`src/rtl/core/triangle_element_stiffness_core_defines.svh`:
```
// Assertion helpers for the core files, used by the back end (tesc_back).
`ifndef TRIANGLE_ELEMENT_STIFFNESS_CORE_DEFINES_SVH
`define TRIANGLE_ELEMENT_STIFFNESS_CORE_DEFINES_SVH

// same-cycle implication
`define TESC_ASSERT(label, ante, cons) \
  label: assert property (@(posedge clk) disable iff (rst) (ante) |-> (cons)) \
    else $error("tesc check failed");

// next-cycle implication
`define TESC_ASSERT_NEXT(label, ante, cons) \
  label: assert property (@(posedge clk) disable iff (rst) (ante) |=> (cons)) \
    else $error("tesc check failed");

`endif

```
`src/rtl/core/tesc_pkg.sv`:
```
package tesc_pkg;

  localparam int OP_W   = 34;
  localparam int PROD_W = 2 * OP_W;
  localparam int DET_W  = PROD_W + 1;
  localparam int DEN_W  = DET_W + 1;
  localparam int FRAC_W = 32;
  localparam int NUM_W  = DET_W + FRAC_W;
  localparam int RES_W  = 64;
  localparam int QUEUE_DEPTH = 2;
  localparam logic [1:0] LOAD_COL = 2'd3;
  localparam logic [1:0] NO_ROW   = 2'd3;

  // division by six: base 2^16 long division, reciprocal per digit
  localparam int DIV6_CHUNK   = 16;
  localparam int DIV6_STEPS   = 5;
  localparam int DIV6_SPAN    = DIV6_CHUNK * DIV6_STEPS;
  localparam int DIV6_W       = DIV6_CHUNK + 3;
  localparam int DIV6_SHIFT   = 22;
  localparam int DIV6_RECIP_W = 20;
  localparam logic [DIV6_RECIP_W-1:0] DIV6_RECIP = 20'd699051;
  localparam logic [DIV6_W-1:0]       DIV6_DEN   = 19'd6;

  typedef struct packed {
    logic signed [31:0] x_a;
    logic signed [31:0] y_a;
    logic signed [31:0] x_b;
    logic signed [31:0] y_b;
    logic signed [31:0] x_c;
    logic signed [31:0] y_c;
    logic [15:0]        node_a;
    logic [15:0]        node_b;
    logic [15:0]        node_c;
  } tri_item_t;

  typedef struct packed {
    logic [15:0]        row_node;
    logic signed [63:0] entry_col_a;
    logic signed [63:0] entry_col_b;
    logic signed [63:0] entry_col_c;
    logic signed [63:0] load_part;
    logic               degenerate;
    logic               last;
  } row_item_t;

  // classified triangle handed from front to back
  typedef struct packed {
    logic [2:0][OP_W-1:0] p;
    logic [2:0][OP_W-1:0] q;
    logic [OP_W-1:0]      sx;
    logic [OP_W-1:0]      sy;
    logic [2:0][15:0]     node;
    logic [2:0]           emit;
  } tri_entry_t;

  typedef struct packed {
    logic                 start;
    logic [NUM_W-1:0]     num_mag;
    logic [DEN_W-1:0]     den_mag;
    logic                 neg;
    logic                 by6;
  } div_req_t;

  typedef enum logic [3:0] {
    B_IDLE, B_DET0, B_DET1, B_DETCHK, B_SEL,
    B_MULP, B_MULQ, B_DIVGO, B_DIVWAIT, B_EMIT
  } back_state_t;

endpackage

```
`src/rtl/core/tesc_front.sv`:
```
module tesc_front import tesc_pkg::*; #(
  parameter int NODE_COUNT = 65536
) (
  input  tri_item_t  tri_item,
  output tri_entry_t entry
);

  logic signed [OP_W-1:0] xa, ya, xb, yb, xc, yc;
  logic [2:0][15:0] nodes;

  always_comb begin
    xa = OP_W'(tri_item.x_a);
    ya = OP_W'(tri_item.y_a);
    xb = OP_W'(tri_item.x_b);
    yb = OP_W'(tri_item.y_b);
    xc = OP_W'(tri_item.x_c);
    yc = OP_W'(tri_item.y_c);
    nodes = {tri_item.node_c, tri_item.node_b, tri_item.node_a};
    entry.p[0] = yb - yc;
    entry.q[0] = xc - xb;
    entry.p[1] = yc - ya;
    entry.q[1] = xa - xc;
    entry.p[2] = ya - yb;
    entry.q[2] = xb - xa;
    entry.sx = xa + xb + xc;
    entry.sy = ya + yb + yc;
    entry.node = nodes;
    for (int i = 0; i < 3; i++) begin
      entry.emit[i] = (nodes[i] != '0) && ({16'b0, nodes[i]} < 32'(NODE_COUNT));
    end
  end

endmodule

```
`config.mk`:
```
export PLATFORM = sky130hd
export DESIGN_NAME = tesc_front
export DESIGN_NICKNAME = d
export VERILOG_FILES = /design/src/rtl/core/triangle_element_stiffness_core_defines.svh /design/src/rtl/core/tesc_pkg.sv /design/src/rtl/core/tesc_front.sv
export SDC_FILE = /design/constraint.sdc
export NUM_CORES = 1
export LEC_CHECK = 0
export BUFFER_PORTS_ARGS = -buffer_cell sky130_fd_sc_hd__buf_2
export CAP_MARGIN = 10
export CORE_AREA = 2 2 219 221
export DETAILED_ROUTE_END_ITERATION = 6
export DIE_AREA = 0 0 221 223
export GPL_ROUTABILITY_DRIVEN = 0
export PLACE_DENSITY = 0.62
export SLEW_MARGIN = 20
export SYNTH_ARGS = -nofsm -noshare
export SYNTH_HDL_FRONTEND = slang
export SYNTH_SLANG_ARGS = --single-unit
```
`constraint.sdc`:
```
create_clock -name vclk -period 4.51
set_input_delay 0.902 -clock vclk [all_inputs]
set_output_delay 0.902 -clock vclk [all_outputs]
set_load 0.01 [all_outputs]
```
==> results of run 1 <==
-- power breakdown --
group          switching (W)  internal [W]  total, W
logic                0.00272       0.00238   0.00511
clock network              0             0         0
registers                  0             0         0
total                0.00272       0.00238   0.00511
-- timing repair --
item                                    4_1_cts  5_1_grt
resized for setup                           168      233
endpoints found under the setup margin       82      105
setup buffers                                18       18
pin swaps                                   123      145
-- critical path, cell delays in order --
cell and delay [ns]:
buf_8 0.10, fa_1 0.48, ha_2 0.22, fa_2 0.37, a211oi_4 0.27, o21ai_2 0.11
o2111ai_4 0.19, a21oi_4 0.12, o41ai_4 0.43, o21ai_2 0.10, a21o_1 0.17, a21oi_2 0.15
o221a_2 0.22, buf_6 0.10
-- through the flow --
stage | area (um2) | util | worst slack, ns | std cells | TNS (ns)
final | 22350 | 0.4740 | -0.3220 | 3456 | -3.208
after global routing | 22350 | 0.4740 | -0.4460 | 3456 | -7.046
after CTS | 21140 | 0.4485 | -0.2817 | 3446 | -2.066
after detailed placement | 20250 | 0.4295 | -0.5925 | 3431 | -12.84
after global placement | 20250 | 0.4295 | -0.5741 | 3431 | -11.68
after floorplan | 14720 | - | -0.004575 | 2001 | -0.004575
-- path summary, 6_finish.rpt --
| check | endpoint | slack [ns] | cells past startpoint |
|---|---|---|---|
| max | entry[118] | -0.32 | 14 |
| min | entry[18] | 2.00 | 2 |
-- cells in the mapped netlist, types with 5 or more instances --
cell / instances / area [um2]
a211oi_1: 11 / 82.58
a21boi_0: 8 / 60.06
a21o_1: 112 / 840.8
a21oi_1: 192 / 960.9
a221o_1: 6 / 60.06
a221oi_1: 5 / 43.79
a31o_2: 10 / 87.58
a31oi_1: 25 / 156.4
and2_1: 7 / 43.79
and3_1: 19 / 118.9
buf_4: 54 / 405.4
clkbuf_1: 12 / 45.04
fa_1: 72 / 1441
ha_1: 256 / 3203
inv_1: 266 / 998.5
nand2_1: 113 / 424.2
nand2b_1: 21 / 131.4
nand3_1: 41 / 205.2
nand3b_1: 6 / 45.04
nand4_1: 27 / 168.9
nor2_1: 130 / 488.0
nor2b_1: 32 / 200.2
nor3_1: 37 / 185.2
nor3b_1: 9 / 67.56
nor4_1: 18 / 112.6
o2111ai_1: 9 / 78.83
o211ai_1: 9 / 67.56
o21a_1: 33 / 247.7
o21ai_0: 85 / 425.4
o21ai_1: 16 / 80.08
o21bai_1: 28 / 210.2
o221a_2: 5 / 56.30
o31a_1: 9 / 78.83
o31ai_1: 5 / 37.54
or2_2: 6 / 37.54
or3_1: 8 / 50.05
xnor2_1: 149 / 1305
xor2_1: 67 / 586.8
-- cell type report --
| cell class | instances | area (um2) |
|---|---|---|
| Fill cell | 4624 | 24800 |
| Inverter | 266 | 1033 |
| Multi-Input combinational cell | 1666 | 14820 |
| Tap cell | 615 | 769.5 |
| Timing Repair Buffer | 909 | 5720 |
-- kinds of logic (layout without fill, tap and decap cells) --
group | count (synthesis) | count (layout) | share of synthesized area
compound gates | 637 | 637 | 0.2937
xor+xnor | 216 | 216 | 0.1287
fa+ha+maj | 328 | 328 | 0.3160
buf+inv | 335 | 1175 | 0.09993
mux | 1 | 1 | 0.0006810
simple gates | 484 | 484 | 0.1611
-- layer usage --
layer | share of wire | vias up | GRT usage
li1 | - | 8768 | -
met1 | 0.41 | 8408 | 0.2528
met2 | 0.50 | 576 | 0.3743
met3 | 0.050 | 118 | 0.02858
met4 | 0.039 | 2 | 0.07123
met5 | 0.00023 | - | 0
==> run summary, run 1 <==
Syn avg cell area = 7.346 um2
Post-route DRC violation count = 0
FP Rows = 80
Die Y = 223 um
Hold_sp = tri_item[47]
P&R area growth vs syn = 52.02%
Failing checks = setup timing
Vias in the first global route = 17280
Largest net degree at the start of global routing = 10
Crit Path Class = input pin to output pin
Final net count = 3411
Iter 0 DRT Violations = 785
Final Hold Fails = 0
Die ar. = 49280 um2
Core area = 47150 um2
Critical path arrival = 3.93 ns
Status = finished, violations left
Sequential Area = 0 um2
Fmax = 207.0 MHz
Most common cell after layout, fill and taps aside = buf_2
Post-route ant nets = 0
Gr usage total = 0.2080
Synth unique cells = 88
Hold-fix buffers, CTS = 0
PnR worst setup slack = -0.3220 ns
Fin. max-slew vios = 0
P per Cell Area = 228.5 nW/um2
RSZ-0062 raised after global routing = yes
Synth Instances = 2001
Post-route minimum period = 4.832 ns
Post-synthesis sequential area ratio = 0
I/O pin count = 563
Layout cells sized above 1 = 0.4153
Critical Path RT = 3.61 ns
Netlist Area Pre-Place = 14700 um2
Via count = 17870
Total nets after synthesis = 2569
Max Cap Viol = 0
Detailed Route WL = 56870 um
Static leakage = 11.66 nW
Initial antenna violation count = 2
Total Power = 0.005106 W
Hold slack = 2.004 ns
First-pass GRT wire length = 85640 um
Antenna cells = 0
Worst Setup Start Kind = input pin
DR WL/cell = 16.45 um
Starting Density = 0.3118
Max_slew headroom = 0.5024
Worst Setup SP = tri_item[145]
Clock buf count = 0
FFs & Latches = 0
Remaining Overflow, GRT = 0
Critical path fanouts, max = 3
Port buffer count = 563
CP endpoint kind = output pin
HPWL after DPL = 48780 um
Final setup violation count = 29
Vias per cell = 5.171
DRT Pass-1 Iters = 5
Min-delay worst type = input pin to output pin
Tightest Pin Transition = 0.7276 ns
Die width = 221 um
Commonest cells after routing, fill and taps aside = buf_2, buf_4, inv_1
Yosys warns = 0
Final period util = 1.071
VDD IR max = 0.1933 mV
(Power assumes the default switching activity.)
==> run 2, diff against run 1 <==
--- a/config.mk
+++ b/config.mk
@@ -11,7 +11,6 @@
 export DETAILED_ROUTE_END_ITERATION = 6
 export DIE_AREA = 0 0 221 223
 export GPL_ROUTABILITY_DRIVEN = 0
-export PLACE_DENSITY = 0.62
 export SLEW_MARGIN = 20
 export SYNTH_ARGS = -nofsm -noshare
 export SYNTH_HDL_FRONTEND = slang
==> run 2 against run 1 <==
Net effect:
- non-clock buffer count up 25
- critical path depth unchanged
- power fell by 0.12%
- combinational power about the same
- first-iteration DRC count decreased by 6.4%
- via count rose by 0.32%
- fmax up 1.3%
- utilization up 0.12 points
- highest routed layer unchanged
- the flow still finishes with violations (setup timing)
- worst setup slack better by 0.060 ns
==> run summary, run 2 (synthesis gave the netlist of run 1 again) <==
Status = finished, violations left
Failing checks = setup timing
CP max-delay cell = fa_1
Core area = 47150 um2 (unchanged)
Logic pwr share = 1.000 (about the same)
CP endpoint kind = output pin
Routed met3 length = 2703 um (-5.2%)
Final Hold Fails = 0 (unchanged)
P per Cell Area = 227.6 nW/um2 (-0.37%)
RSZ-0062 raised after global routing = yes
Total Power = 0.005099 W (-0.12%)
Worst Setup SP = tri_item[209]
Final period util = 1.058 (-0.01337)
Final setup violation count = 31 (+6.9%)
Crit path cell chain = buf_6 -> fa_1 -> ha_2 -> fa_2 -> a211oi_4 -> o21ai_2 -> o2111ai_4 -> a21oi_4 -> o41ai_4 -> o21ai_2 -> a21o_1 -> a21oi_2 -> o221a_2 -> buf_6
Final Instance Area = 22400 um2 (+0.25%)
P&R area growth vs syn = 52.39%
CP max stage delay = 0.48 ns (about the same)
PnR worst setup slack = -0.2617 ns (+0.06028 ns)
Static leakage = 11.74 nW (+0.69%)
Critical Path RT = 3.61 ns (about the same)
Min-delay worst type = input pin to output pin
Reg power frac = 0 (unchanged)
Top Family by Delay on Critical Path = compound AO/OA/AOI/OAI gates
Buf+Inv Stages, Crit Path = 2 (unchanged)
Port buffer count = 563 (unchanged)
DR WL/cell = 16.52 um (+0.43%)
Sw power = 0.002722 W (about the same)
Cell-internal power = 0.002377 W (-0.25%)
Die width = 221 um (unchanged)
First-pass GRT wire length = 87400 um (+2.1%)
Max Cap Viol = 0 (unchanged)
FFs & Latches = 0 (unchanged)
Starting Density = 0.3118 (unchanged)
Clock share of power = 0 (unchanged)
DP Area = 20320 um2 (+0.33%)
VDD IR max = 0.2304 mV (+19%)
Layout cells sized above 1 = 0.4187 (+0.003355)
DRT Pass-1 Iters = 5 (unchanged)
Clock buf count = 0 (unchanged)
Final net count = 3436 (+0.73%)
Critical path fanouts, max = 2 (-1)
Remaining Overflow, GRT = 0 (unchanged)
Crit Path Class = input pin to output pin
Die ar. = 49280 um2 (unchanged)
DR top layer = met5
HPWL after DPL = 49270 um (+1.0%)
Footprint of the multi-input gates = 14760 um2 (-0.45%)
Gr usage total = 0.2120 (+0.004072)
Worst Setup Start Kind = input pin
Tightest Pin Transition = 0.7769 ns (+0.04923 ns)
Fin. max-slew vios = 0 (unchanged)
I/O pin count = 563 (unchanged)
Wl on met1 = 23890 um (+1.5%)
Via count = 17930 (+0.32%)
Vias per cell = 5.149 (-0.42%)
Util after Layout = 0.4751 (+0.001168)
Critical path arrival = 3.87 ns (-0.06 ns)
FP Rows = 80 (unchanged)
Largest net degree at the start of global routing = 10 (unchanged)
# fillers = 4672 (+1.0%)
Sequential Area = 0 um2 (unchanged)
Hold_sp = tri_item[18]
Most common cell after layout, fill and taps aside = buf_2
Post-Route Setup TNS = -3.836 ns (-0.6281 ns)
Post-route DRC violation count = 0 (unchanged)
Initial antenna violation count = 2 (unchanged)
Hold-fix buffers, CTS = 0 (unchanged)
Switching part of the total power = 0.5338 (+0.0006002)
Detailed Route WL = 57540 um (+1.2%)
Iter 0 DRT Violations = 735 (-6.4%)
Die Y = 223 um (unchanged)
Max_slew headroom = 0.4766 (-0.02575)
Post-route minimum period = 4.772 ns (-0.06028 ns)
Vias in the first global route = 17440 (+0.93%)
Post-route ant nets = 0 (unchanged)
Commonest cells after routing, fill and taps aside = buf_2, buf_4, inv_1
Routed wl met2 = 28910 um (+2.3%)
Fmax = 209.6 MHz (+1.3%)
[run 2: stage by stage]
step,hold slack [ns],instances,setup WS [ns]
2_1_floorplan,1.896,2001,-0.004575
3_3_place_gp,2.002,3440,-0.5676
3_5_place_dp,2.004,3440,-0.6203
4_1_cts,2.002,3456,-0.3204
5_1_grt,2.008,3481,-0.3795
6_report,2.002,3482,-0.2617
[run 2: path summary, 6_finish.rpt]
check | cells past startpoint | end | slack, ns
max | 14 | entry[118] | -0.26
min | 2 | entry[21] | 2.00
[run 2: final cells by class]
type / count / area share
diodes: 1 / 0.0001117
well taps: 615 / 0.03435
repair buffers: 934 / 0.2615
multi-input cells: 1666 / 0.6587
inverters: 266 / 0.04536
[run 2: what timing repair did]
action,CTS,global route
resized for setup,157,220
hold endpoints to repair,0,0
buffers inserted,19,31
setup endpoints to repair,90,108
pin swaps,107,153
[run 2: power by group through the flow]
stage,combinational (W),sequential (W),clock [W]
CTS,0.00475,0,0
global placement,0.00443,0,0
finish,0.00510,0,0.0000000000296
floorplan,0.00258,0,0
detailed placement,0.00449,0,0
global route,0.00550,0,0
[run 2: per-layer routing]
layer,track usage,up-vias
met5,0,-
met4,0.06776,2
met3,0.02199,111
met2,0.3879,545
met1,0.2590,8436
li1,-,8836
==> run 3, diff against run 2 <==
--- a/config.mk
+++ b/config.mk
@@ -7,10 +7,14 @@
 export LEC_CHECK = 0
 export BUFFER_PORTS_ARGS = -buffer_cell sky130_fd_sc_hd__buf_2
 export CAP_MARGIN = 10
-export CORE_AREA = 2 2 219 221
+export CELL_PAD_IN_SITES_DETAIL_PLACEMENT = 1
+export CELL_PAD_IN_SITES_GLOBAL_PLACEMENT = 1
+export CORE_ASPECT_RATIO = 0.9
+export CORE_MARGIN = 2
+export CORE_UTILIZATION = 33
 export DETAILED_ROUTE_END_ITERATION = 6
-export DIE_AREA = 0 0 221 223
 export GPL_ROUTABILITY_DRIVEN = 0
+export PLACE_DENSITY_LB_ADDON = 0.1
 export SLEW_MARGIN = 20
 export SYNTH_ARGS = -nofsm -noshare
 export SYNTH_HDL_FRONTEND = slang
==> run 3 against run 2 <==
Net effect:
- the run still ends with setup timing left
- via count is 3.8% higher
- fmax is 0.58% lower
- routed wire length is 24% higher
- non-clock buffer count is 47 higher
- sequential share of layout area stayed put
- cell area is 4.0% higher
- sequential cell count stayed put
- critical path depth stayed put
- utilization is 5.4 points higher
- power is 6.8% higher
- first-iteration DRC count is 0.68% lower
- critical path type unchanged
- largest power group unchanged
- highest routed layer unchanged
==> run summary, run 3 (synthesis gave the netlist of run 1 again) <==
PnR worst setup slack = -0.2897 ns (-0.02801 ns)
Post-route minimum period = 4.800 ns (+0.02801 ns)
Crit Path Class = input pin to output pin
Util after Layout = 0.5294 (+0.05425)
Iter 0 DRT Violations = 730 (-0.68%)
Fmax = 208.3 MHz (-0.58%)
P per Cell Area = 233.6 nW/um2 (+2.6%)
Tightest Pin Transition = 0.7711 ns (-0.005810 ns)
Final setup violation count = 38 (+23%)
VDD IR max = 0.1732 mV (-25%)
Worst Setup Start Kind = input pin
Max Cap Viol = 0 (unchanged)
Hold_sp = tri_item[18]
Die ar. = 46250 um2 (-6.2%)
GR Util met2 = 0.5105 (+0.1226)
Vias in the first global route = 19100 (+9.5%)
Met1 Usage GRT = 0.3122 (+0.05324)
Final Hold Fails = 0 (unchanged)
Largest net degree at the start of global routing = 9 (-1)
Gr usage total = 0.2690 (+0.05694)
Die Y = 204.2 um (-8.4%)
Final period util = 1.064 (+0.006210)
Static leakage = 12.07 nW (+2.8%)
DRT Pass-1 Iters = 5 (unchanged)
FFs & Latches = 0 (unchanged)
Remaining Overflow, GRT = 0 (unchanged)
Clock buf count = 0 (unchanged)
Min-delay worst type = input pin to output pin
Failing checks = setup timing
Post-route DRC violation count = 0 (unchanged)
Critical path arrival = 3.90 ns (+0.03 ns)
RSZ-0062 raised after global routing = yes
HPWL after DPL = 57960 um (+18%)
Initial antenna violation count = 10 (+8)
CP endpoint kind = output pin
Core area = 44020 um2 (-6.6%)
Die width = 226.5 um (+2.5%)
DP Area = 20620 um2 (+1.5%)
Final Instance Area = 23310 um2 (+4.0%)
Critical Path RT = 3.61 ns (about the same)
Port buffer count = 563 (unchanged)
DR WL/cell = 20.20 um (+22%)
Via count = 18600 (+3.8%)
I/O pin count = 563 (unchanged)
Most used routing layer = met2
Post-route ant nets = 0 (unchanged)
Detailed Route WL = 71070 um (+24%)
Commonest cells after routing, fill and taps aside = buf_2, buf_4, inv_1
Critical path fanouts, max = 2 (unchanged)
Starting Density = 0.3339 (+0.02210)
Status = finished, violations left
P&R area growth vs syn = 58.55%
FP Rows = 73 (-8.8%)
Fin. max-slew vios = 0 (unchanged)
Layout cells sized above 1 = 0.4408 (+0.02208)
First-pass GRT wire length = 99970 um (+14%)
Total Power = 0.005445 W (+6.8%)
Final net count = 3483 (+1.4%)
Max_slew headroom = 0.4727 (-0.003945)
Vias per cell = 5.286 (+2.7%)
M3 GR Usage = 0.03666 (+0.01467)
Post-Route Setup TNS = -4.112 ns (-0.2757 ns)
Worst Setup SP = tri_item[209]
Most common cell after layout, fill and taps aside = buf_2
Sequential Area = 0 um2 (unchanged)
Hold slack = 2.003 ns (+0.0006300 ns)
[run 3: cell count changes in the layout (fill, tap and decap cells not counted), sizes merged]
cell,delta
buf,+47
diode,+5
[run 3: worst paths after layout]
path	end	slack, ns	cells after the start
setup / recovery	entry[118]	-0.29	14
hold / removal	entry[21]	2.00	2
[run 3: report_power, final]
part | total (W) | internal [W] | switching, W
Sequential | 0 | 0 | 0
Combinational | 0.00545 | 0.00252 | 0.00293
Clock | 0.000000000178 | 0.000000000178 | 0
[run 3: worst max-delay path, cell delays in order]
cell	delay (ns)
buf_8	0.10
fa_2	0.49
ha_4	0.19
fa_2	0.37
a211oi_4	0.27
o21ai_2	0.11
o2111ai_4	0.17
a21oi_4	0.12
o41ai_4	0.41
o21ai_2	0.11
a21o_1	0.18
a21oi_2	0.17
o221a_2	0.21
buf_6	0.10
[run 3: timing repair]
item,CTS,global route
gates resized for setup,195,268
setup buffers,23,38
cloned,0,0
endpoints found under the setup margin,101,109
pin swaps,132,177
hold buffers,0,0
[run 3: layer usage]
layer | part of all wire | vias to the layer above | wire, um
met3 | 0.049 | 140 | 3468
met4 | 0.040 | 8 | 2824
met1 | 0.40 | 9056 | 28110
met2 | 0.52 | 476 | 36620
li1 | - | 8923 | -
met5 | 0.00077 | - | 55
[run 3: metrics by stage]
step | setup slack [ns] | std cells
detailed placement | -0.5833 | 3466
global route | -0.3935 | 3517
finish | -0.2897 | 3519
global placement | -0.5508 | 3466
floorplan | -0.004575 | 2001
CTS | -0.2690 | 3484
[run 3: final cells by class]
cell class	instances	area, um2
well taps	600	750.7
repair buffers	981	6316
fillers	5592	20720
inverters	266	1013
diodes	6	15.01
multi-input cells	1666	15210
