==> config.mk <==
export PLATFORM = sky130hd
export DESIGN_NAME = tesc_queue
export DESIGN_NICKNAME = d
export VERILOG_FILES = /design/src/rtl/core/triangle_element_stiffness_core_defines.svh /design/src/rtl/core/tesc_pkg.sv /design/src/rtl/core/tesc_queue.sv
export SDC_FILE = /design/constraint.sdc
export NUM_CORES = 1
export LEC_CHECK = 0
export ABC_CLOCK_PERIOD_IN_PS = 48000
export BUFFER_PORTS_ARGS = -buffer_cell sky130_fd_sc_hd__buf_4
export CAP_MARGIN = 40
export CORE_MARGIN = 10
export CORE_UTILIZATION = 40
export CTS_CLUSTER_SIZE = 14
export DETAILED_ROUTE_END_ITERATION = 6
export SLEW_MARGIN = 20
export SYNTH_ARGS = -nofsm -noshare
export SYNTH_HDL_FRONTEND = slang
export SYNTH_SLANG_ARGS = --single-unit
==> constraint.sdc <==
create_clock -name clk -period 48 [get_ports clk]
set_input_delay 4.8 -clock clk [delete_from_list [all_inputs] [get_ports clk]]
set_output_delay 4.8 -clock clk [all_outputs]
set_load 0.03 [all_outputs]
==> src/rtl/core/triangle_element_stiffness_core_defines.svh <==
// Assertion helpers for the core files, used by the back end (tesc_back).
`ifndef TRIANGLE_ELEMENT_STIFFNESS_CORE_DEFINES_SVH
`define TRIANGLE_ELEMENT_STIFFNESS_CORE_DEFINES_SVH

// same-cycle implication
`define TESC_ASSERT(label, ante, cons) \
  label: assert property (@(posedge clk) disable iff (rst) (ante) |-> (cons)) \
    else $error("tesc check failed");

// next-cycle implication
`define TESC_ASSERT_NEXT(label, ante, cons) \
  label: assert property (@(posedge clk) disable iff (rst) (ante) |=> (cons)) \
    else $error("tesc check failed");

`endif

==> src/rtl/core/tesc_pkg.sv <==
package tesc_pkg;

  localparam int OP_W   = 34;
  localparam int PROD_W = 2 * OP_W;
  localparam int DET_W  = PROD_W + 1;
  localparam int DEN_W  = DET_W + 1;
  localparam int FRAC_W = 32;
  localparam int NUM_W  = DET_W + FRAC_W;
  localparam int RES_W  = 64;
  localparam int QUEUE_DEPTH = 2;
  localparam logic [1:0] LOAD_COL = 2'd3;
  localparam logic [1:0] NO_ROW   = 2'd3;

  // division by six: base 2^16 long division, reciprocal per digit
  localparam int DIV6_CHUNK   = 16;
  localparam int DIV6_STEPS   = 5;
  localparam int DIV6_SPAN    = DIV6_CHUNK * DIV6_STEPS;
  localparam int DIV6_W       = DIV6_CHUNK + 3;
  localparam int DIV6_SHIFT   = 22;
  localparam int DIV6_RECIP_W = 20;
  localparam logic [DIV6_RECIP_W-1:0] DIV6_RECIP = 20'd699051;
  localparam logic [DIV6_W-1:0]       DIV6_DEN   = 19'd6;

  typedef struct packed {
    logic signed [31:0] x_a;
    logic signed [31:0] y_a;
    logic signed [31:0] x_b;
    logic signed [31:0] y_b;
    logic signed [31:0] x_c;
    logic signed [31:0] y_c;
    logic [15:0]        node_a;
    logic [15:0]        node_b;
    logic [15:0]        node_c;
  } tri_item_t;

  typedef struct packed {
    logic [15:0]        row_node;
    logic signed [63:0] entry_col_a;
    logic signed [63:0] entry_col_b;
    logic signed [63:0] entry_col_c;
    logic signed [63:0] load_part;
    logic               degenerate;
    logic               last;
  } row_item_t;

  // classified triangle handed from front to back
  typedef struct packed {
    logic [2:0][OP_W-1:0] p;
    logic [2:0][OP_W-1:0] q;
    logic [OP_W-1:0]      sx;
    logic [OP_W-1:0]      sy;
    logic [2:0][15:0]     node;
    logic [2:0]           emit;
  } tri_entry_t;

  typedef struct packed {
    logic                 start;
    logic [NUM_W-1:0]     num_mag;
    logic [DEN_W-1:0]     den_mag;
    logic                 neg;
    logic                 by6;
  } div_req_t;

  typedef enum logic [3:0] {
    B_IDLE, B_DET0, B_DET1, B_DETCHK, B_SEL,
    B_MULP, B_MULQ, B_DIVGO, B_DIVWAIT, B_EMIT
  } back_state_t;

endpackage

==> src/rtl/core/tesc_queue.sv <==
module tesc_queue import tesc_pkg::*; (
  input  logic       clk,
  input  logic       rst,
  input  logic       push,
  input  tri_entry_t push_data,
  output logic       full,
  input  logic       pop,
  output logic       avail,
  output tri_entry_t pop_data
);

  localparam int PTR_W = $clog2(QUEUE_DEPTH);

  tri_entry_t mem [QUEUE_DEPTH];
  logic [PTR_W-1:0] wr_ptr, rd_ptr;
  logic [PTR_W:0]   count;

  assign full     = (count == (PTR_W+1)'(QUEUE_DEPTH));
  assign avail    = (count != '0);
  assign pop_data = mem[rd_ptr];

  always_ff @(posedge clk) begin
    if (push) begin
      mem[wr_ptr] <= push_data;
    end
  end

  always_ff @(posedge clk) begin
    if (rst) begin
      wr_ptr <= '0;
      rd_ptr <= '0;
      count  <= '0;
    end else begin
      if (push) wr_ptr <= wr_ptr + 1'b1;
      if (pop)  rd_ptr <= rd_ptr + 1'b1;
      count <= count + (PTR_W+1)'(push) - (PTR_W+1)'(pop);
    end
  end

endmodule

==> results of run 1 <==
==> flip-flops by register name (all words and copies together), names as in the netlist, named ones only <==
register  cells
count         2
mem         646
rd_ptr        1
wr_ptr        1
==> critical path: cells and delay by family, from the launching register on <==
kind                   cells  cell delay, ns
buffers and inverters      6            2.18
DFF                        1            0.81
muxes                      1            0.39
==> power by group <==
group,leakage [nW],internal (W),switching [W]
clock,1.06,0.000303,0.000208
combinational,5.56,0.000104,0.000133
sequential,6.11,0.000665,0.0000101
==> synth_stat cells <==
cell | number | area (um2)
inv_1 | 2 | 7.510
nor2_1 | 4 | 15.01
xnor2_1 | 2 | 17.52
ha_1 | 2 | 25.02
xnor3_1 | 1 | 22.52
buf_2 | 5 | 25.02
or2_2 | 1 | 6.260
mux2_2 | 53 | 596.8
buf_6 | 31 | 349.1
edfxtp_1 | 646 | 19400
nor2b_1 | 3 | 18.77
and2_1 | 1 | 6.260
dfxtp_1 | 5 | 100.1
mux2_4 | 270 | 4054
==> cell families (layout without fill, tap and decap cells) <==
group	count (synthesis)	in the layout	synth area share
xor gates and xnor gates	3	3	0.001625
adders and majority gates	2	2	0.001015
buffers and inverters	38	790	0.01549
DFF	651	651	0.7913
muxes	323	323	0.1887
other	0	15	0
and+or+nand+nor	9	9	0.001879
==> worst paths after layout <==
path                  from       endpoint  depth (start not counted)
setup / recovery  register  pop_data[318]                          7
hold / removal      rd_ptr         rd_ptr                          2
setup reg to reg    wr_ptr    mem[1][297]                          5
hold reg to reg     rd_ptr         rd_ptr                          2
==> metal layers <==
layer  GRT usage  vias up
li1            -     5531
met1      0.1786     6109
met2      0.2953      457
met3     0.06554      116
met4     0.08031        8
met5           0        -
==> through the flow <==
step	cell area [um2]	power, W	utilization	setup WS (ns)	hold WS, ns
floorplan	24640	0.0008447	-	28.27	0.4799
CTS	32560	0.001442	0.5364	38.77	0.5180
detailed placement	30380	0.0009261	0.5006	39.45	0.4994
global placement	30260	0.0009223	0.4986	38.89	0.4992
global route	32650	0.001476	0.5379	38.87	0.5536
finish	32650	0.001422	0.5379	39.09	0.5118
==> cell type report <==
type	count	area, um2
fill	4846	28050
tap	782	978.4
clock buffer	83	1822
antenna	15	37.54
clock inverter	37	351.6
sequential	651	19500
inverter	2	7.507
multi-input combinational	337	4772
timing repair buffer	668	5177
==> reports/qor.csv, run 1 <==
metric,value,unit
status,"complete, no violations",
port buffer count,651,
Gate Count Post-Synth,1026,
"most common cell after layout, fill and taps aside",buf_4,
metal2 WL,33640,um
Yosys Warn Count,0,
gr ovfl total,0,
Critical Path RT,43.20,ns
"Avg Cell Area, Syn",24.02,um2
Routed WL,64080,um
GR Util All Layers,0.1697,
root buffer cell,clkbuf_16,
synth-to-layout area growth,32.49,%
num ports,652,
CTS clock-pin slew for the worst setup and hold paths,0.06,ns
"Net Count, Synth",1355,
Max Clk Rate,112.3,MHz
via count,12220,
Pleak,12.72,nW
Sink Count,651,
Post-Place Cells,2438,
first drt pass iteration count,5,
CP Data Arrival Time,4.11,ns
worst-skew pair later-pin latency,0.59,ns
Setup Buffers After CTS,0,
sequential fraction of the synthesis area,0.7913,
VDD IR max,0.03006,mV
"FF+latch count, synth",651,
Met3 Routed Length,6288,um
Core ar.,60700,um2
first-pass GRT wire length,88600,um
uppermost routed layer,met5,
Starting Density,0.4060,
initial antenna violation count,19,
drt first-iter violations,730,
crit path cell chain,buf_4 -> buf_16 -> buf_4 -> buf_4 -> buf_16 -> mux2_2 -> buf_4,
WS Path Type,reg -> out,
Inserted Clock Buffers,70,
CTS-repair resized insts,0,
reg2reg setup slack,45.22,ns
CP max stage delay,0.81,ns
skew final,0.02811,ns
Die Y,268.2,um
number of global-route vias before repair,12900,
RSZ-0062 raised after global routing,no,
Avg WL per Cell,24.89,um
relative slew slack,0.2278,
count of different cell masters after synthesis,14,
vias per inst,4.746,
CTS Hold Bufs,0,
Die Width,268.2,um
largest net degree at the start of global routing,165,
fin crit period,8.907,ns
critical path endpoint category,primary output,
die area,71930,um2
Least-Margin Pin Slew,1.158,ns
nets,2059,
HP Class,reg -> reg,
Post-DP HPWL,46850,um
H-tree Lvls,3,
DRT met1 WL,21770,um
startpoint types,register,
power density over the cells,43.57,nW/um2
CTS tree,done,
most frequent cells in the layout,"658 x buf_4, 646 x edfxtp_1, 270 x mux2_4",
GPL Wtd Cong,0.7916,
slowest cell on the critical path,dfxtp_4,
Pins Over Slew Limit,0,
Mapped Area,24640,um2
maximum buffer depth of the clock tree,3,
"most used cell, CP",buf_4,
setup TNS,0,ns
antenna-violating nets left,0,
Cell Rows,90,
Max Fanout on Critical Path,47,
Finished Layout Cells,2575,
max-cap violations,0,
final-report setup violation count,0,
layout cells sized above 1,0.6114,
Final Cycle Share,0.1856,
drc violations,0,
final hold viol count,0,
No activity file was read; power rests on OpenSTA's default activity.
==> run 2, diff against run 1 <==
--- a/config.mk
+++ b/config.mk
@@ -5,13 +5,14 @@
 export SDC_FILE = /design/constraint.sdc
 export NUM_CORES = 1
 export LEC_CHECK = 0
-export ABC_CLOCK_PERIOD_IN_PS = 48000
+export ABC_CLOCK_PERIOD_IN_PS = 7700
 export BUFFER_PORTS_ARGS = -buffer_cell sky130_fd_sc_hd__buf_4
 export CAP_MARGIN = 40
 export CORE_MARGIN = 10
 export CORE_UTILIZATION = 40
 export CTS_CLUSTER_SIZE = 14
 export DETAILED_ROUTE_END_ITERATION = 6
+export PLACE_DENSITY = 0.66
 export SLEW_MARGIN = 20
 export SYNTH_ARGS = -nofsm -noshare
 export SYNTH_HDL_FRONTEND = slang
==> constraint.sdc (replaced) <==
create_clock -name clk -period 7.7 [get_ports clk]
set_input_delay 0.77 -clock clk [delete_from_list [all_inputs] [get_ports clk]]
set_output_delay 0.77 -clock clk [all_outputs]
set_load 0.03 [all_outputs]
==> reports/qor.csv, run 2 (synthesized netlist as in run 1, its figures left out) <==
metric,value,unit,change
status,"complete, no violations",,unchanged
reg2reg setup slack,5.42,ns,was 45.22 ns
Cell Rows,90,,unchanged
Internal Power,0.006577,W,was 0.001071 W
max-cap violations,0,,unchanged
Core ar.,60700,um2,unchanged
sequential share of power,0.479,,was 0.475
CTS tree,done,,unchanged
"most common cell after layout, fill and taps aside",buf_4,,unchanged
Setup Buffers After CTS,0,,unchanged
HP Class,in -> reg,,was reg -> reg
nets,2051,,"was 2,059"
GR Util All Layers,0.1635,,was 0.1697
skew final,0.02421,ns,was 0.02811 ns
initial antenna violation count,12,,was 19
CTS clock-pin slew for the worst setup and hold paths,0.06,ns,about the same
first drt pass iteration count,4,,was 5
Critical Path RT,6.93,ns,was 43.20 ns
Post-DP HPWL,44350,um,"was 46,850 um"
Die Width,268.2,um,unchanged
clock power share,0.354,,was 0.359
Die Y,268.2,um,unchanged
startpoint types,register,,unchanged
relative slew slack,0.2776,,was 0.2278
setup TNS,0,ns,unchanged
WS Path Type,reg -> out,,unchanged
via count,12300,,"was 12,220"
max reg flops,646,,unchanged
switching share of total power,0.2512,,was 0.2468
port buffer count,651,,unchanged
Final WS setup,4.258,ns,was 39.09 ns
Pins Over Slew Limit,0,,unchanged
die area,71930,um2,unchanged
H-tree Lvls,3,,unchanged
Final Cycle Share,0.4470,,
Max Clk Rate,290.5,MHz,
most frequent cells in the layout,"653 x buf_4, 646 x edfxtp_1, 270 x mux2_4",,"was 658 x buf_4, 646 x edfxtp_1, 270 x mux2_4"
Least-Margin Pin Slew,1.084,ns,was 1.158 ns
Final Util,0.5349,,was 0.5379
layout cells sized above 1,0.6087,,was 0.6114
GPL Wtd Cong,0.7919,,was 0.7916
CTS-repair resized insts,0,,unchanged
CTS Hold Bufs,0,,unchanged
largest registers,"mem x646, count x2",,unchanged
num ports,652,,unchanged
Routed WL,62290,um,"was 64,080 um"
Starting Density,0.4060,,unchanged
number of global-route vias before repair,12930,,"was 12,900"
drt first-iter violations,910,,was 730
worst-skew pair later-pin latency,0.59,ns,about the same
most flop-heavy register,mem,,unchanged
post-place setup slack,4.838,ns,was 39.45 ns
vias per inst,4.804,,was 4.746
first-pass GRT wire length,86390,um,"was 88,600 um"
final hold viol count,0,,unchanged
root buffer cell,clkbuf_16,,unchanged
final-report setup violation count,0,,unchanged
cell area after layout,32470,um2,"was 32,650 um2"
synth-to-layout area growth,31.76,%,was 32.49%
fin crit period,3.442,ns,
critical path endpoint category,primary output,,unchanged
dpl cell area,30310,um2,"was 30,380 um2"
Sink Count,651,,unchanged
Avg WL per Cell,24.32,um,was 24.89 um
gr ovfl total,0,,unchanged
CP Data Arrival Time,2.67,ns,was 4.11 ns
Psw,0.002206,W,was 0.0003510 W
power density over the cells,270.5,nW/um2,was 43.57 nW/um2
Pleak,12.63,nW,was 12.72 nW
VDD IR max,0.2005,mV,was 0.03006 mV
largest net degree at the start of global routing,154,,was 165
Max Fanout on Critical Path,38,,was 47
drc violations,0,,unchanged
Comb pwr share,0.167,,was 0.166
antenna-violating nets left,0,,unchanged
maximum buffer depth of the clock tree,3,,unchanged
Inserted Clock Buffers,70,,unchanged
RSZ-0062 raised after global routing,no,,unchanged
## run 2: power groups by stage
stage / combinational [W] / clock (W) / sequential [W]
2_1_floorplan: 0.000916 / 0 / 0.00428
3_3_place_gp: 0.00146 / 0 / 0.00428
3_5_place_dp: 0.00148 / 0 / 0.00428
4_1_cts: 0.00148 / 0.00320 / 0.00421
5_1_grt: 0.00153 / 0.00333 / 0.00422
6_report: 0.00146 / 0.00311 / 0.00421
## run 2: per-layer routing
metal	vias up	wire, um	track usage
met5	-	30	0
met4	6	1944	0.06840
met3	102	5484	0.05649
met2	460	33120	0.2880
met1	6243	21710	0.1769
li1	5493	-	-
## run 2: final timing paths
kind                               startpoint             to  cells past startpoint
worst max-delay path                 register  pop_data[216]                      4
worst min-delay path            push_data[39]     mem[0][39]                      1
worst max register to register         wr_ptr    mem[0][308]                      2
worst min register to register         rd_ptr         rd_ptr                      2
## run 2: final cells by class
cell class              instances  area (um2)
diodes                          8       20.02
clock buffers                  93        1911
clock inverters                28       227.7
fillers                      4749       28230
inverters                       2       7.507
multi-input cells             337        4772
flip-flops and latches        651       19500
well taps                     782       978.4
repair buffers                660        5050
## run 2: per-stage QoR
stage	instances	hold slack, ns	power (W)
detailed placement	2432	0.5155	0.005763
floorplan	1026	0.4799	0.005201
CTS	2553	0.3031	0.008891
finish	2561	0.3530	0.008783
global placement	2431	0.4950	0.005738
global route	2561	0.3179	0.009087
## run 2: worst max-delay path, stage by stage (launching register included)
cell	delay [ns]
dfxtp_4	0.62
buf_16	0.29
buf_4	0.55
mux2_4	0.36
buf_4	0.17
==> run 3, diff against run 2 <==
--- a/config.mk
+++ b/config.mk
@@ -5,14 +5,13 @@
 export SDC_FILE = /design/constraint.sdc
 export NUM_CORES = 1
 export LEC_CHECK = 0
-export ABC_CLOCK_PERIOD_IN_PS = 7700
+export ABC_CLOCK_PERIOD_IN_PS = 3500
 export BUFFER_PORTS_ARGS = -buffer_cell sky130_fd_sc_hd__buf_4
 export CAP_MARGIN = 40
 export CORE_MARGIN = 10
 export CORE_UTILIZATION = 40
 export CTS_CLUSTER_SIZE = 14
 export DETAILED_ROUTE_END_ITERATION = 6
-export PLACE_DENSITY = 0.66
 export SLEW_MARGIN = 20
 export SYNTH_ARGS = -nofsm -noshare
 export SYNTH_HDL_FRONTEND = slang
==> constraint.sdc (replaced) <==
create_clock -name clk -period 3.5 [get_ports clk]
set_input_delay 0.35 -clock clk [delete_from_list [all_inputs] [get_ports clk]]
set_output_delay 0.35 -clock clk [all_outputs]
set_load 0.03 [all_outputs]
==> reports/qor.csv, run 3 (synthesized netlist as in run 1, its figures left out) <==
metric,value,unit,change
worst-skew pair later-pin latency,0.59,ns,about the same
gr ovfl total,0,,unchanged
HP Class,in -> reg,,unchanged
Psw,0.004959,W,was 0.002206 W
Max Fanout on Critical Path,31,,was 38
Final Cycle Share,0.7587,,
drc violations,0,,unchanged
synth-to-layout area growth,46.08,%,was 31.76%
largest registers,"mem x646, count x2",,unchanged
VDD IR max,0.5389,mV,was 0.2005 mV
reg2reg setup slack,1.58,ns,was 5.42 ns
port buffer count,651,,unchanged
largest net degree at the start of global routing,116,,was 154
most flop-heavy register,mem,,unchanged
fin crit period,2.655,ns,
Core ar.,60700,um2,unchanged
antenna-violating nets left,0,,unchanged
H-tree Lvls,3,,unchanged
"most common cell after layout, fill and taps aside",buf_4,,unchanged
crit path cell chain,buf_12 -> buf_12 -> mux2_4 -> buf_4,,was buf_16 -> buf_4 -> mux2_4 -> buf_4
slowest cell on the critical path,dfxtp_4,,unchanged
Sink Count,651,,unchanged
Routed WL,67440,um,"was 62,290 um"
Final Power,0.01974,W,was 0.008783 W
Max Clk Rate,376.6,MHz,
sequential cell area,19500,um2,unchanged
Multi-input gate area,4772,um2,unchanged
Setup Buffers After CTS,0,,unchanged
final hold viol count,0,,unchanged
Comb pwr share,0.184,,was 0.167
Pins Over Slew Limit,0,,unchanged
num ports,652,,unchanged
layout cells sized above 1,0.5205,,was 0.6087
die area,71930,um2,unchanged
Post-DP HPWL,48360,um,"was 44,350 um"
critical path endpoint category,primary output,,unchanged
WS Path Type,reg -> out,,unchanged
CTS tree,done,,unchanged
GR Util All Layers,0.1821,,was 0.1635
setup TNS,0,ns,unchanged
max-cap violations,0,,unchanged
vias per inst,4.696,,was 4.804
Critical Path RT,3.15,ns,was 6.93 ns
number of global-route vias before repair,14970,,"was 12,930"
status,"complete, no violations",,unchanged
drt first-iter violations,765,,was 910
Buf/Inv on CP,3,,unchanged
final-report setup violation count,0,,unchanged
CP Data Arrival Time,2.31,ns,was 2.67 ns
maximum buffer depth of the clock tree,3,,unchanged
"most used cell, CP",buf_12,,was buf_4
Cell Rows,90,,unchanged
first-pass GRT wire length,97260,um,"was 86,390 um"
critical path's top delay family,buffers and inverters,,unchanged
number of fill cells,4494,,"was 4,749"
Inserted Clock Buffers,70,,unchanged
via count,13640,,"was 12,300"
GPL Wtd Cong,0.7749,,was 0.7919
switching share of total power,0.2512,,about the same
startpoint types,register,,unchanged
most frequent cells in the layout,"663 x buf_4, 646 x edfxtp_1, 324 x dlygate4sd3_1",,"was 653 x buf_4, 646 x edfxtp_1, 270 x mux2_4"
relative slew slack,0.4696,,was 0.2776
Avg WL per Cell,23.21,um,was 24.32 um
initial antenna violation count,10,,was 12
root buffer cell,clkbuf_16,,unchanged
Die Y,268.2,um,unchanged
sequential share of power,0.468,,was 0.479
clock power share,0.348,,was 0.354
Starting Density,0.4060,,unchanged
first drt pass iteration count,5,,was 4
Pleak,14.14,nW,was 12.63 nW
power density over the cells,548.4,nW/um2,was 270.5 nW/um2
Least-Margin Pin Slew,0.7956,ns,was 1.084 ns
CP max stage delay,0.61,ns,was 0.62 ns
Die Width,268.2,um,unchanged
max reg flops,646,,unchanged
CTS clock-pin slew for the worst setup and hold paths,0.06,ns,about the same
skew final,0.02213,ns,was 0.02421 ns
RSZ-0062 raised after global routing,no,,unchanged
nets,2397,,"was 2,051"
Internal Power,0.01478,W,was 0.006577 W
run 3: cell count changes in the layout (fill, tap and decap cells not counted), moves of 3 or more:
cell / change
clkinv_1: +6
diode_2: -4
clkinv_2: +5
buf_4: +10
buf_12: +13
dlygate4sd3_1: +324
clkbuf_1: -7
clkbuf_8: -3
run 3: worst register-to-register path, stage by stage (launching register included):
cell and delay [ns]:
dfxtp_1 0.41, and2_4 0.65, buf_4 0.49
run 3: timing repair:
item                                    CTS  global route
hold endpoints to repair                651             0
endpoints found under the setup margin    0             0
hold buffers                            324             0
resized for setup                         0             0
run 3: through the flow:
| stage | setup slack (ns) | area, um2 | util | std cells | hold WS, ns |
|---|---|---|---|---|---|
| after global routing | 0.7371 | 36000 | 0.5931 | 2905 | 0.05096 |
| after global placement | 1.443 | 30620 | 0.5045 | 2454 | 0.4984 |
| after CTS | 0.7634 | 35990 | 0.5929 | 2901 | 0.01775 |
| final | 0.8445 | 36000 | 0.5931 | 2905 | 0.05805 |
| after floorplan | -2.112 | 24650 | - | 1026 | 0.4216 |
| after detailed placement | 1.409 | 30620 | 0.5045 | 2454 | 0.5375 |
run 3: cell type report:
cell class | instances | area share
antenna | 4 | 0.0002781
clock buffer | 83 | 0.05120
clock inverter | 40 | 0.007890
inverter | 2 | 0.0002085
multi-input combinational | 337 | 0.1326
sequential | 651 | 0.5418
tap | 782 | 0.02718
timing repair buffer | 1006 | 0.2389
run 3: final timing paths:
check        startpoint       endpoint  cells past startpoint
min                push         wr_ptr                      3
max            register  pop_data[275]                      4
max reg2reg      wr_ptr    mem[1][318]                      2
min reg2reg      rd_ptr         rd_ptr                      2
run 3: power groups by stage:
stage / sequential (W) / combinational (W) / clock, W
after floorplan: 0.00943 / 0.00202 / 0
after global placement: 0.00938 / 0.00332 / 0
after detailed placement: 0.00941 / 0.00335 / 0
after CTS: 0.00924 / 0.00369 / 0.00708
after global routing: 0.00928 / 0.00381 / 0.00740
final: 0.00924 / 0.00364 / 0.00687
run 3: routing by layer:
metal  global-route usage  wire length [um]
met5                    0                72
met4              0.07176              2144
met3              0.06316              5731
met2               0.3223             35620
met1               0.1972             23870
